$ cat src/rtl/landmark_distance_table_macros.svh
// assertion macros for the landmark distance table
// expects signals named clock and reset in the scope of use
`ifndef LANDMARK_DISTANCE_TABLE_MACROS_SVH
`define LANDMARK_DISTANCE_TABLE_MACROS_SVH

// condition holds at every edge out of reset
`define LDT_ASSERT(lbl, cond, msg) \
   lbl: assert property (@(posedge clock) disable iff (reset) (cond)) else $error(msg);

// same-cycle implication
`define LDT_ASSERT_IMP(lbl, ante, cons, msg) \
   lbl: assert property (@(posedge clock) disable iff (reset) (ante) |-> (cons)) else $error(msg);

// next-cycle implication
`define LDT_ASSERT_NEXT(lbl, ante, cons, msg) \
   lbl: assert property (@(posedge clock) disable iff (reset) (ante) |=> (cons)) else $error(msg);

`endif

$ cat src/rtl/ldt_pkg.sv
// shared types and constants of the landmark distance table
// used by the channel interfaces, the table memory and the top level
package ldt_pkg;

   localparam int ID_W        = 16;
   localparam int DIST_W      = 16;
   localparam int POS_W       = 16;
   localparam int PORT_W      = 3;
   localparam int MASK_W      = 6;
   localparam int CSR_INDEX_W = 4;
   localparam int CSR_DATA_W  = 16;

   localparam logic [DIST_W-1:0] DIST_MAX = '1;
   localparam logic [DIST_W-1:0] OWN_DIST = 16'd1;

   localparam logic CMD_BEACON = 1'b0;
   localparam logic CMD_TICK   = 1'b1;

   typedef enum logic [CSR_INDEX_W-1:0] {
      CSR_OWN_ID         = 4'd0,
      CSR_OWN_X          = 4'd1,
      CSR_OWN_Y          = 4'd2,
      CSR_PORT_CONNECTED = 4'd3
   } csr_index_type;

   typedef struct packed {
      logic                     cmd;
      logic [ID_W-1:0]          beacon_id;
      logic [DIST_W-1:0]        beacon_distance;
      logic signed [POS_W-1:0]  beacon_x;
      logic signed [POS_W-1:0]  beacon_y;
      logic [PORT_W-1:0]        arrival_port;
   } req_type;

   typedef struct packed {
      logic                     kept;
      logic [MASK_W-1:0]        send_mask;
      logic [ID_W-1:0]          out_id;
      logic [DIST_W-1:0]        out_distance;
      logic signed [POS_W-1:0]  out_x;
      logic signed [POS_W-1:0]  out_y;
   } rsp_type;

   // position is never read back, so a record holds id and distance
   typedef struct packed {
      logic [ID_W-1:0]   id;
      logic [DIST_W-1:0] distance;
   } entry_type;

endpackage

$ cat src/rtl/ldt_if.sv
// valid/ready channel interfaces for beacon items and result items
// payload types come from ldt_pkg
interface ldt_req_if;
   logic             valid;
   logic             ready;
   ldt_pkg::req_type data;

   modport source (output valid, output data, input ready);
   modport sink   (input valid, input data, output ready);
endinterface

interface ldt_rsp_if;
   logic             valid;
   logic             ready;
   ldt_pkg::rsp_type data;

   modport source (output valid, output data, input ready);
   modport sink   (input valid, input data, output ready);
endinterface

$ cat src/rtl/ldt_table.sv
// landmark record memory: one write port, one read port with registered data
// record type from ldt_pkg
module ldt_table #(
   parameter int DEPTH = 10,
   parameter int AW    = 4
) (
   input  logic                clock,
   input  logic                wr_en,
   input  logic [AW-1:0]       wr_addr,
   input  ldt_pkg::entry_type  wr_data,
   input  logic                rd_en,
   input  logic [AW-1:0]       rd_addr,
   output ldt_pkg::entry_type  rd_data
);

   ldt_pkg::entry_type mem_ff [DEPTH];
   ldt_pkg::entry_type rd_data_ff;

   always_ff @(posedge clock) begin
      if (wr_en) begin
         mem_ff[wr_addr] <= wr_data;
      end
      if (rd_en) begin
         rd_data_ff <= mem_ff[rd_addr];
      end
   end

   assign rd_data = rd_data_ff;

endmodule

$ cat src/rtl/landmark_distance_table.sv
// A beacon item is taken when the block is idle. An own-beacon tick goes from
// acceptance to the decide state and then into the result register. A received
// beacon walks the stored records through the table's single read port, one id
// compare per cycle, until an id matches or the last record is compared. The
// result sits in an output register, so the next item is taken while it
// waits. The record count is cleared by reset; records need no clearing.
// depends on ldt_pkg, ldt_if, ldt_table and landmark_distance_table_macros.svh
`include "landmark_distance_table_macros.svh"

module landmark_distance_table #(
   parameter int TABLE_DEPTH = 10,
   parameter int PORT_COUNT  = 6
) (
   input  logic                               clock,
   input  logic                               reset,
   ldt_req_if.sink                            req_bus,
   ldt_rsp_if.source                          rsp_bus,
   input  logic                               csr_we,
   input  logic [ldt_pkg::CSR_INDEX_W-1:0]    csr_index,
   input  logic [ldt_pkg::CSR_DATA_W-1:0]     csr_wdata
);

   localparam int CW = $clog2(TABLE_DEPTH + 1);
   localparam int AW = (TABLE_DEPTH > 1) ? $clog2(TABLE_DEPTH) : 1;
   localparam logic [CW-1:0] DEPTH_C = CW'(TABLE_DEPTH);
   localparam logic [ldt_pkg::MASK_W-1:0] PORT_MASK =
      ldt_pkg::MASK_W'((7'd1 << PORT_COUNT) - 7'd1);
   localparam logic [ldt_pkg::PORT_W-1:0] PORT_LIMIT = ldt_pkg::PORT_W'(PORT_COUNT);

   typedef enum logic [1:0] {
      ST_IDLE,
      ST_SCAN,
      ST_DECIDE
   } state_type;

   state_type                        state_ff, state_in;
   ldt_pkg::req_type                 item_ff, item_in;
   logic [CW-1:0]                    count_ff, count_in;
   logic [CW-1:0]                    rd_ptr_ff, rd_ptr_in;
   logic [AW-1:0]                    cmp_ptr_ff, cmp_ptr_in;
   logic                             pend_ff, pend_in;
   logic                             hit_ff, hit_in;
   logic [AW-1:0]                    hit_idx_ff, hit_idx_in;
   logic [ldt_pkg::DIST_W-1:0]       hit_dist_ff, hit_dist_in;
   logic                             rsp_valid_ff, rsp_valid_in;
   ldt_pkg::rsp_type                 rsp_data_ff, rsp_data_in;

   logic [ldt_pkg::ID_W-1:0]         own_id_ff;
   logic signed [ldt_pkg::POS_W-1:0] own_x_ff;
   logic signed [ldt_pkg::POS_W-1:0] own_y_ff;
   logic [ldt_pkg::MASK_W-1:0]       port_conn_ff;

   logic                             rd_en;
   logic [AW-1:0]                    rd_addr;
   ldt_pkg::entry_type               rd_data;
   logic                             wr_en;
   logic [AW-1:0]                    wr_addr;
   ldt_pkg::entry_type               wr_data;

   logic                             id_match;
   logic                             last_cmp;
   logic                             slot_free;
   logic                             kept;
   logic [ldt_pkg::MASK_W-1:0]       fwd_mask;
   logic [ldt_pkg::DIST_W-1:0]       fwd_dist;

   ldt_table #(
      .DEPTH (TABLE_DEPTH),
      .AW    (AW)
   ) u_table (
      .clock   (clock),
      .wr_en   (wr_en),
      .wr_addr (wr_addr),
      .wr_data (wr_data),
      .rd_en   (rd_en),
      .rd_addr (rd_addr),
      .rd_data (rd_data)
   );

   assign req_bus.ready = (state_ff == ST_IDLE);
   assign rsp_bus.valid = rsp_valid_ff;
   assign rsp_bus.data  = rsp_data_ff;

   // the shared id comparator
   assign id_match  = (rd_data.id == item_ff.beacon_id);
   assign last_cmp  = (CW'(cmp_ptr_ff) == (count_ff - CW'(1)));
   assign slot_free = !rsp_valid_ff || rsp_bus.ready;

   always_comb begin
      fwd_mask = port_conn_ff & PORT_MASK;
      if (item_ff.arrival_port < PORT_LIMIT) begin
         fwd_mask = fwd_mask & ~(ldt_pkg::MASK_W'(1) << item_ff.arrival_port);
      end
      fwd_dist = (item_ff.beacon_distance == ldt_pkg::DIST_MAX) ? ldt_pkg::DIST_MAX
                 : item_ff.beacon_distance + ldt_pkg::DIST_W'(1);
   end

   always_comb begin
      state_in     = state_ff;
      item_in      = item_ff;
      count_in     = count_ff;
      rd_ptr_in    = rd_ptr_ff;
      cmp_ptr_in   = cmp_ptr_ff;
      pend_in      = pend_ff;
      hit_in       = hit_ff;
      hit_idx_in   = hit_idx_ff;
      hit_dist_in  = hit_dist_ff;
      rsp_valid_in = rsp_valid_ff && !rsp_bus.ready;
      rsp_data_in  = rsp_data_ff;
      rd_en        = 1'b0;
      rd_addr      = rd_ptr_ff[AW-1:0];
      wr_en        = 1'b0;
      wr_addr      = hit_idx_ff;
      wr_data      = '{id: item_ff.beacon_id, distance: item_ff.beacon_distance};
      kept         = 1'b0;

      unique case (state_ff)
         ST_IDLE: begin
            if (req_bus.valid) begin
               item_in   = req_bus.data;
               rd_ptr_in = '0;
               pend_in   = 1'b0;
               hit_in    = 1'b0;
               if (req_bus.data.cmd == ldt_pkg::CMD_TICK || count_ff == '0) begin
                  state_in = ST_DECIDE;
               end else begin
                  state_in = ST_SCAN;
               end
            end
         end
         ST_SCAN: begin
            // issue the next read while the previous record is compared
            if (rd_ptr_ff < count_ff) begin
               rd_en      = 1'b1;
               rd_ptr_in  = rd_ptr_ff + CW'(1);
               cmp_ptr_in = rd_ptr_ff[AW-1:0];
               pend_in    = 1'b1;
            end else begin
               pend_in = 1'b0;
            end
            if (pend_ff && id_match) begin
               hit_in      = 1'b1;
               hit_idx_in  = cmp_ptr_ff;
               hit_dist_in = rd_data.distance;
               state_in    = ST_DECIDE;
            end else if (pend_ff && last_cmp) begin
               state_in = ST_DECIDE;
            end
         end
         ST_DECIDE: begin
            if (slot_free) begin
               if (item_ff.cmd == ldt_pkg::CMD_TICK) begin
                  rsp_data_in = '{kept: 1'b1, send_mask: port_conn_ff & PORT_MASK,
                                  out_id: own_id_ff, out_distance: ldt_pkg::OWN_DIST,
                                  out_x: own_x_ff, out_y: own_y_ff};
               end else begin
                  if (hit_ff) begin
                     if (item_ff.beacon_distance < hit_dist_ff) begin
                        kept  = 1'b1;
                        wr_en = 1'b1;
                     end
                  end else if (count_ff < DEPTH_C) begin
                     kept     = 1'b1;
                     wr_en    = 1'b1;
                     wr_addr  = count_ff[AW-1:0];
                     count_in = count_ff + CW'(1);
                  end
                  if (kept) begin
                     rsp_data_in = '{kept: 1'b1, send_mask: fwd_mask,
                                     out_id: item_ff.beacon_id, out_distance: fwd_dist,
                                     out_x: item_ff.beacon_x, out_y: item_ff.beacon_y};
                  end else begin
                     rsp_data_in = '0;
                  end
               end
               rsp_valid_in = 1'b1;
               state_in     = ST_IDLE;
            end
         end
         default: begin
            state_in = ST_IDLE;
         end
      endcase
   end

   always_ff @(posedge clock) begin
      if (reset) begin
         state_ff     <= ST_IDLE;
         count_ff     <= '0;
         pend_ff      <= 1'b0;
         hit_ff       <= 1'b0;
         rsp_valid_ff <= 1'b0;
         own_id_ff    <= '0;
         own_x_ff     <= '0;
         own_y_ff     <= '0;
         port_conn_ff <= '0;
      end else begin
         state_ff     <= state_in;
         count_ff     <= count_in;
         pend_ff      <= pend_in;
         hit_ff       <= hit_in;
         rsp_valid_ff <= rsp_valid_in;
         if (csr_we) begin
            unique case (csr_index)
               ldt_pkg::CSR_OWN_ID:         own_id_ff    <= csr_wdata;
               ldt_pkg::CSR_OWN_X:          own_x_ff     <= $signed(csr_wdata);
               ldt_pkg::CSR_OWN_Y:          own_y_ff     <= $signed(csr_wdata);
               ldt_pkg::CSR_PORT_CONNECTED: port_conn_ff <= csr_wdata[ldt_pkg::MASK_W-1:0];
               default: begin
               end
            endcase
         end
      end
      item_ff     <= item_in;
      rd_ptr_ff   <= rd_ptr_in;
      cmp_ptr_ff  <= cmp_ptr_in;
      hit_idx_ff  <= hit_idx_in;
      hit_dist_ff <= hit_dist_in;
      rsp_data_ff <= rsp_data_in;
   end

   `LDT_ASSERT(a_count_bound, count_ff <= DEPTH_C, "record count beyond table depth")
   `LDT_ASSERT_IMP(a_write_on_load, wr_en, state_ff == ST_DECIDE && slot_free, "table written outside result load")
   `LDT_ASSERT_NEXT(a_busy_after_accept, req_bus.valid && req_bus.ready, state_ff != ST_IDLE, "idle after taking an item")
   `LDT_ASSERT_NEXT(a_insert_grows, wr_en && !hit_ff, count_ff == $past(count_ff) + CW'(1), "insert did not grow count")
   `LDT_ASSERT_IMP(a_rsp_from_decide, $rose(rsp_bus.valid), $past(state_ff == ST_DECIDE), "result raised outside decision")

endmodule
$ cat src/flat_wrapper.sv
// flat-port wrapper written by rule: the top's interface ports become plain ports
module landmark_distance_table_flat 
#(
   parameter int TABLE_DEPTH = 10,
   parameter int PORT_COUNT  = 6
)
  (clock, reset, csr_we, csr_index, csr_wdata, req_bus_valid, req_bus_data, req_bus_ready, rsp_bus_valid, rsp_bus_data, rsp_bus_ready);
  ldt_req_if req_bus_i ();
  ldt_rsp_if rsp_bus_i ();
  input  logic clock;
  input  logic reset;
  input  logic csr_we;
  input  logic [ldt_pkg::CSR_INDEX_W-1:0] csr_index;
  input  logic [ldt_pkg::CSR_DATA_W-1:0] csr_wdata;
  input wire logic [$bits(req_bus_i.valid)-1:0] req_bus_valid;
  input wire logic [$bits(req_bus_i.data)-1:0] req_bus_data;
  output wire logic [$bits(req_bus_i.ready)-1:0] req_bus_ready;
  output wire logic [$bits(rsp_bus_i.valid)-1:0] rsp_bus_valid;
  output wire logic [$bits(rsp_bus_i.data)-1:0] rsp_bus_data;
  input wire logic [$bits(rsp_bus_i.ready)-1:0] rsp_bus_ready;
  assign req_bus_i.valid = req_bus_valid;
  assign req_bus_i.data = req_bus_data;
  assign req_bus_ready = req_bus_i.ready;
  assign rsp_bus_valid = rsp_bus_i.valid;
  assign rsp_bus_data = rsp_bus_i.data;
  assign rsp_bus_i.ready = rsp_bus_ready;
  landmark_distance_table #(.TABLE_DEPTH(TABLE_DEPTH), .PORT_COUNT(PORT_COUNT)) u_core (.clock(clock), .reset(reset), .req_bus(req_bus_i), .rsp_bus(rsp_bus_i), .csr_we(csr_we), .csr_index(csr_index), .csr_wdata(csr_wdata));
endmodule
$ cat config.mk
export PLATFORM = sky130hd
export DESIGN_NAME = landmark_distance_table_flat
export DESIGN_NICKNAME = d
export VERILOG_FILES = /design/src/rtl/ldt_pkg.sv /design/src/rtl/ldt_if.sv /design/src/rtl/ldt_table.sv /design/src/rtl/landmark_distance_table.sv /design/src/flat_wrapper.sv
export VERILOG_INCLUDE_DIRS = /design/src /design/src/rtl
export SDC_FILE = /design/constraint.sdc
export NUM_CORES = 1
export LEC_CHECK = 0
export ABC_AREA = 1
export BUFFER_PORTS_ARGS = -buffer_cell sky130_fd_sc_hd__buf_2
export CAP_MARGIN = 40
export CORE_MARGIN = 2
export CORE_UTILIZATION = 33
export CTS_CLUSTER_DIAMETER = 30
export DETAILED_ROUTE_END_ITERATION = 16
export SYNTH_ARGS = -nofsm -noshare
export SYNTH_HDL_FRONTEND = slang
export SYNTH_SLANG_ARGS = --single-unit
$ cat constraint.sdc
create_clock -name clock -period 4.6 [get_ports clock]
set_input_delay 0.69 -clock clock [delete_from_list [all_inputs] [get_ports clock]]
set_output_delay 0.69 -clock clock [all_outputs]
set_load 0.005 [all_outputs]
## Yosys cells after proc, flatten, opt, wreduce, memory -nomap -nowiden

Memories as Yosys holds them, arrays and structs flattened. A register that Yosys moved wholly into a read port is not among the register bits.
Cells that the tools add are included.
W data, S select, Z words.

- Register bits after elaboration: 230
- Bits in writable memories: 320
- Bits of input ports: 93
- Word-level logic and storage cells: 116
- Memories kept: 1
- Output and inout port bits: 73

Memories:

| memory | words | width | rd ports | clocked after memory_dff | write ports | line | RTL |
|---|---|---|---|---|---|---|---|
| u_core.u_table.mem_ff | 10 | 32 | 1 | 1 | 1 | ldt_table.sv:16 | `ldt_pkg::entry_type mem_ff [DEPTH];` |

- Multiplexer cells: 37
- Order comparisons: 4
- Bitwise operators: 5
- Shift-type cells: 1
- $add $sub $neg: 4
- Equality and inequality tests: 13
- Reductions and logical operators: 25

Operators by type and width:

| kind | count |
|---|---|
| $mux W71 | 1 |
| $mux W70 | 1 |
| $mux W4 | 7 |
| $reduce_and A2 Y1 | 9 |
| $mux W1 | 17 |
| $add A16 B1 Y16 const B | 1 |
| $eq A16 B16 Y1 | 1 |
| $eq A16 B16 Y1 const B | 1 |
| $lt A16 B16 Y1 | 1 |
| $mux W16 | 1 |
| $mux W2 | 5 |
| $reduce_and A3 Y1 | 3 |
| $add A4 B1 Y4 const B | 2 |
| $eq A4 B2 Y1 const B | 2 |
| $logic_not A4 Y1 | 2 |
| $pmux W4 S2 | 1 |
| $and A6 B6 Y6 | 1 |
| $mux W6 | 1 |
| $ne A2 B1 Y1 const B | 3 |
| $not A6 Y6 | 1 |
| $pmux W2 S3 | 1 |
| $shl A1 B3 Y6 const A | 1 |
| $reduce_and A5 Y1 | 1 |
| $eq A4 B1 Y1 const B | 1 |
| other kinds (17) | 24 |

## Longest topological paths before layout

- Word-level depth: 8
- Mapped depth: 14
- Depth with buffers taken out: 14

## Cells and area by module

From an unflattened synthesis, not the netlist that was laid out.

- Cell total of the unflattened synthesis: 2224
- Area, all modules: 24126.9 µm²

By module, submodules not included:

| module | seq. area each (µm²) | area each (µm²) | instances | cells each |
|---|---|---|---|---|
| ldt_table | 10570.1 | 14431.3 | 1 | 1270 |
| landmark_distance_table | 6276.0 | 9695.5 | 1 | 954 |

## Worst setup path before layout

Ideal clock, no wire load.

- Path type: in2reg
- From: in req_bus_valid
- To: reg u_core.rd_ptr_ff[0], in the netlist u_core.rd_addr[0] (enable)
- Arrival time: 4.181 ns
- Buffers on the path: 0
- Slack: 0.100 ns
- Required time: 4.281 ns
- Library setup time: 0.319 ns
- Cell stages on the path: 4
- Path through: inv_1 -> nor2_1 -> inv_1 -> nand2_1

- Cells in the longest elaborated chain, start to end: 2

Ends and longest elaborated chain:

| element | line | RTL |
|---|---|---|
| start, declared | flat_wrapper.sv:15 | `input wire logic [$bits(req_bus_i.valid)-1:0] req_bus_valid;` |
| $ne A2 B2 Y1 (no line) | n/a |  |
| $reduce_and A3 Y1 (no line) | n/a |  |
| end signal, assigned | landmark_distance_table.sv:215 | `rd_ptr_ff <= rd_ptr_in;` |
| end, declared | landmark_distance_table.sv:39 | `logic [CW-1:0] rd_ptr_ff, rd_ptr_in;` |

Every way passes these cells.
A chain may end at the register's enable or synchronous reset.

## Worst setup path after layout

- From: reg u_core.item_ff[48] (netlist name)
- To: mem u_core.u_table.mem_ff[8][24] (netlist name) (enable)

- Cells in the longest elaborated chain, start to end: 8

Ends and longest elaborated chain:

| element | line | RTL |
|---|---|---|
| start, declared | landmark_distance_table.sv:37 | `ldt_pkg::req_type item_ff, item_in;` |
| start signal, assigned | landmark_distance_table.sv:214 | `item_ff <= item_in;` |
| $lt A16 B16 Y1 | landmark_distance_table.sv:158 | `if (item_ff.beacon_distance < hit_dist_ff) begin` |
| $mux W1 | landmark_distance_table.sv:158 |  |
| $mux W1 | landmark_distance_table.sv:157 | `if (hit_ff) begin` |
| $mux W1 | landmark_distance_table.sv:152 | `if (item_ff.cmd == ldt_pkg::CMD_TICK) begin` |
| $mux W1 | landmark_distance_table.sv:151 | `if (slot_free) begin` |
| $mux W1 | landmark_distance_table.sv:117 | `unique case (state_ff)` |
| $mux W1 | ldt_table.sv:20 | `if (wr_en) begin` |
| $mux W1 (not written as such) | ldt_table.sv:21 | `mem_ff[wr_addr] <= wr_data;` |
| end, declared | ldt_table.sv:16 |  |

Every way passes these cells.

==> impl_metrics.ini <==
[global_route]
grt_usage_pct = 15.6
grt_pass1_vias = 14900
grt_max_degree = 98
grt-ovfl-total = 0
antenna_found_initial = 15
grt_first_pass_wirelength_um = 87500

[final_layout]
area_growth_pct = 24.0
seq_area_um2 = 16800
multi_input_area_um2 = 5360
nFillCells = 6487
design_area_um2 = 28800
layout-drive-gt1-share_pct = 19.3
final_nets = 2130

[clock_network]
ctsHoldBuffers = 0
cts.sinks = 582
cts_made_buffers = 99
cts-root-buf = clkbuf_16
htree_levels = 3
clock_path_buffers = 3
cts_tree = done
cts_resized = 0
path_clk_slew_ps = 60
clk_latency_ps = 650
cts_setup_buffers = 0

[power]
intPower_w = 0.0114
seq_power_share_pct = 41.5
p_sw_w = 0.00400
comb_power_share_pct = 10.7
power-per-cell-area_nw_per_um2 = 536
power.share.clock_pct = 47.8
p_leak_nw = 10.7
power.share.switching_pct = 25.9
ir_worst_vdd_mv = 0.276

[drt]
drtIter0Drc = 1190
drc_errors = 0
m1WireLength_um = 23600
vias = 14600
via_per_inst = 4.79
wl_met2_um = 29500
firstDrtPassIters = 6
wl_per_cell_um = 18.8
routed_wl_um = 57500
ant_nets = 0
wl_met3_um = 2610
highest_layer = met5

[synthesis]
syn_area_um2 = 23200
ys.flop_type = edfxtp_1
synth-seq-cells = 582
synthCells = 1798
synth_nets = 1913
yosys-top-cells-count = edfxtp_1, o21ai_0, inv_1
synth_top_cell_area_share_pct = 67.0
yosysSeqAreaShare_pct = 72.5
synth_most_common_cell = edfxtp_1
syn_area_per_cell_um2 = 12.9
ys_types = 37
async_flop_share_pct = 0
synth_edf_count = 519
ys_warn_count = 0
synthTopCellsByArea = edfxtp_1, dfxtp_1, o21ai_0, mux2i_1, inv_1
synth_largest_area_cell = edfxtp_1

[worst_hold_path]
hp-class = input port to flop
whs_endpoint = u_core.item_ff[66]$_DFFE_PP_
hp-start = req_bus_data[66]
whs_path_depth = 1

[sta]
period_needed_ps = 3670
finalMaxSlewViolations = 0
skew_ps = 41.2
rsz0062_at_grt = false
relSlewSlack_pct = 43.7
setup_violations = 0
period_share_pct = 79.9
whs_ps = 225
hold_viol_final = 0
fmax_ghz = 0.272
worst_pin_slew_ps = 842
setup_tns_ps = 0

[worst_setup_path]
worst-r2r-cell-count = 12
rr_startpoint = u_core.item_ff[48]$_DFFE_PP_
cp-start-kind = flop
arrival_ps = 3990
path_class = flop to flop
rrSetupSlack_ps = 930
critPathCaptureType = flop
worstPathRequired_ps = 4920
cp_max_fo = 42
regToRegEndpoint = u_core.u_table.mem_ff[8][24]$_DFFE_PP_

[floorplanning]
start_util_pct = 33.3
die_w_um = 269
row_count = 97
io_pins = 166
die_area_um2 = 72600
core_area_um2 = 69900
die_height_um = 269

[placed_design]
io_buffers = 165
post-dp-hpwl_um = 36000
place_area_um2 = 25400
place.gp.congestion = 0.826

[status]
outcome = finished clean

[flow_run]
maxCapViolations = 0
==> metal layers <==
metal	vias up	track usage [%]
met3	104	2.50
met1	7150	18.7
met5	-	0
met4	6	6.73
li1	6953	-
met2	382	27.7
==> state kept, by name (all words and copies together) (netlist names) <==
signal	count
u_core.pend_ff	1
u_core.u_table.mem_ff	320
u_core.hit_dist_ff	16
u_core.own_x_ff	16
u_core.rd_addr	4
u_core.hit_ff	1
u_core.rsp_bus.valid	1
u_core.state_ff	2
u_core.u_table.rd_data	32
u_core.rsp_bus.data	71
u_core.port_conn_ff	6
u_core.cmp_ptr_ff	4
u_core.count_ff	4
u_core.own_y_ff	16
u_core.own_id_ff	16
u_core.item_ff	68
u_core.hit_idx_ff	4
==> power by group through the flow <==
stage / Sequential, W / Combinational (W) / Clock (W)
after global placement: 0.00651 / 0.00160 / 0
after global routing: 0.00645 / 0.00183 / 0.00774
after CTS: 0.00642 / 0.00168 / 0.00750
after floorplan: 0.00646 / 0.00103 / 0
after detailed placement: 0.00652 / 0.00167 / 0
final: 0.00641 / 0.00165 / 0.00739
==> worst max path at each step <==
stage | startpoint | slack [ps] | cells past startpoint | endpoint
after global placement | u_core.item_ff[48]$_DFFE_PP_ | 930 | 12 | u_core.u_table.mem_ff[8][25]$_DFFE_PP_
final | u_core.item_ff[48]$_DFFE_PP_ | 930 | 12 | u_core.u_table.mem_ff[8][24]$_DFFE_PP_
after detailed placement | u_core.item_ff[48]$_DFFE_PP_ | 860 | 12 | u_core.u_table.mem_ff[8][26]$_DFFE_PP_
after global routing | u_core.item_ff[42]$_DFFE_PP_ | 650 | 11 | u_core.u_table.mem_ff[8][27]$_DFFE_PP_
after floorplan | req_bus_valid | 100 | 4 | u_core.rd_addr[0]$_SDFFCE_PN0P_
after CTS | u_core.item_ff[48]$_DFFE_PP_ | 820 | 12 | u_core.u_table.mem_ff[8][22]$_DFFE_PP_
==> cells in the final DEF, fill, tap and decap left out, types with 3 or more instances in the layout <==
cell type / instances
edfxtp_1: 519
clkbuf_16: 100
xor2_1: 6
dfxtp_1: 63
buf_2: 165
clkbuf_8: 3
nor3_1: 5
nand4_1: 13
buf_4: 25
nand3b_1: 4
o21ai_0: 208
bufinv_16: 10
nor2_4: 13
nand3_1: 61
mux2i_1: 96
inv_1: 199
xnor2_1: 5
inv_6: 17
clkinvlp_4: 14
a21oi_1: 127
clkbuf_1: 8
clkinv_1: 6
inv_2: 5
o211ai_1: 64
nand2_2: 6
clkinv_2: 9
a31oi_1: 7
diode_2: 10
nor2_1: 85
clkinv_4: 8
nor4_1: 7
nand2_1: 165
inv_8: 5
o21ai_1: 20
ha_1: 22
buf_12: 7
==> critical path: stages, from the launching register on <==
cell      delay (ps)
edfxtp_1         580
ha_1             380
a21oi_1          150
nor2_1            60
nor3_1           140
nand2_1           70
nor2_1            80
nand2_1           70
nand2_2           90
buf_4            410
nand3_2          280
nor2_4           640
buf_4            370
==> stage by stage <==
stage / total power [W] / cells / utilization (%) / worst slack [ps]
floorplan: 0.00748 / 1798 / - / 99.8
global placement: 0.00811 / 2847 / 36.1 / 931
detailed placement: 0.00819 / 2854 / 36.3 / 856
CTS: 0.0156 / 3039 / 41.2 / 819
global route: 0.0160 / 3048 / 41.2 / 649
finish: 0.0154 / 3049 / 41.2 / 926
==> final cells by class <==
class	instances	area share, %
Tap cell	940	4.08
Clock inverter	74	2.94
Timing Repair Buffer	201	4.30
Clock buffer	111	8.93
Multi-Input combinational cell	927	18.6
Antenna cell	10	0.0868
Inverter	204	2.66
Sequential cell	582	58.4
==> cell families (layout without fill, tap and decap cells) <==
group,count (synthesis),after routing,synth area share (%)
flops,582,582,72.5
buf+inv,289,590,4.87
fa+ha+maj,22,22,1.18
other cells,0,10,0
mux,96,96,4.13
compound gates,431,431,10.1
simple gates,367,367,6.82
xor+xnor,11,11,0.414
Note: power is estimated with default switching activity, not from simulation.
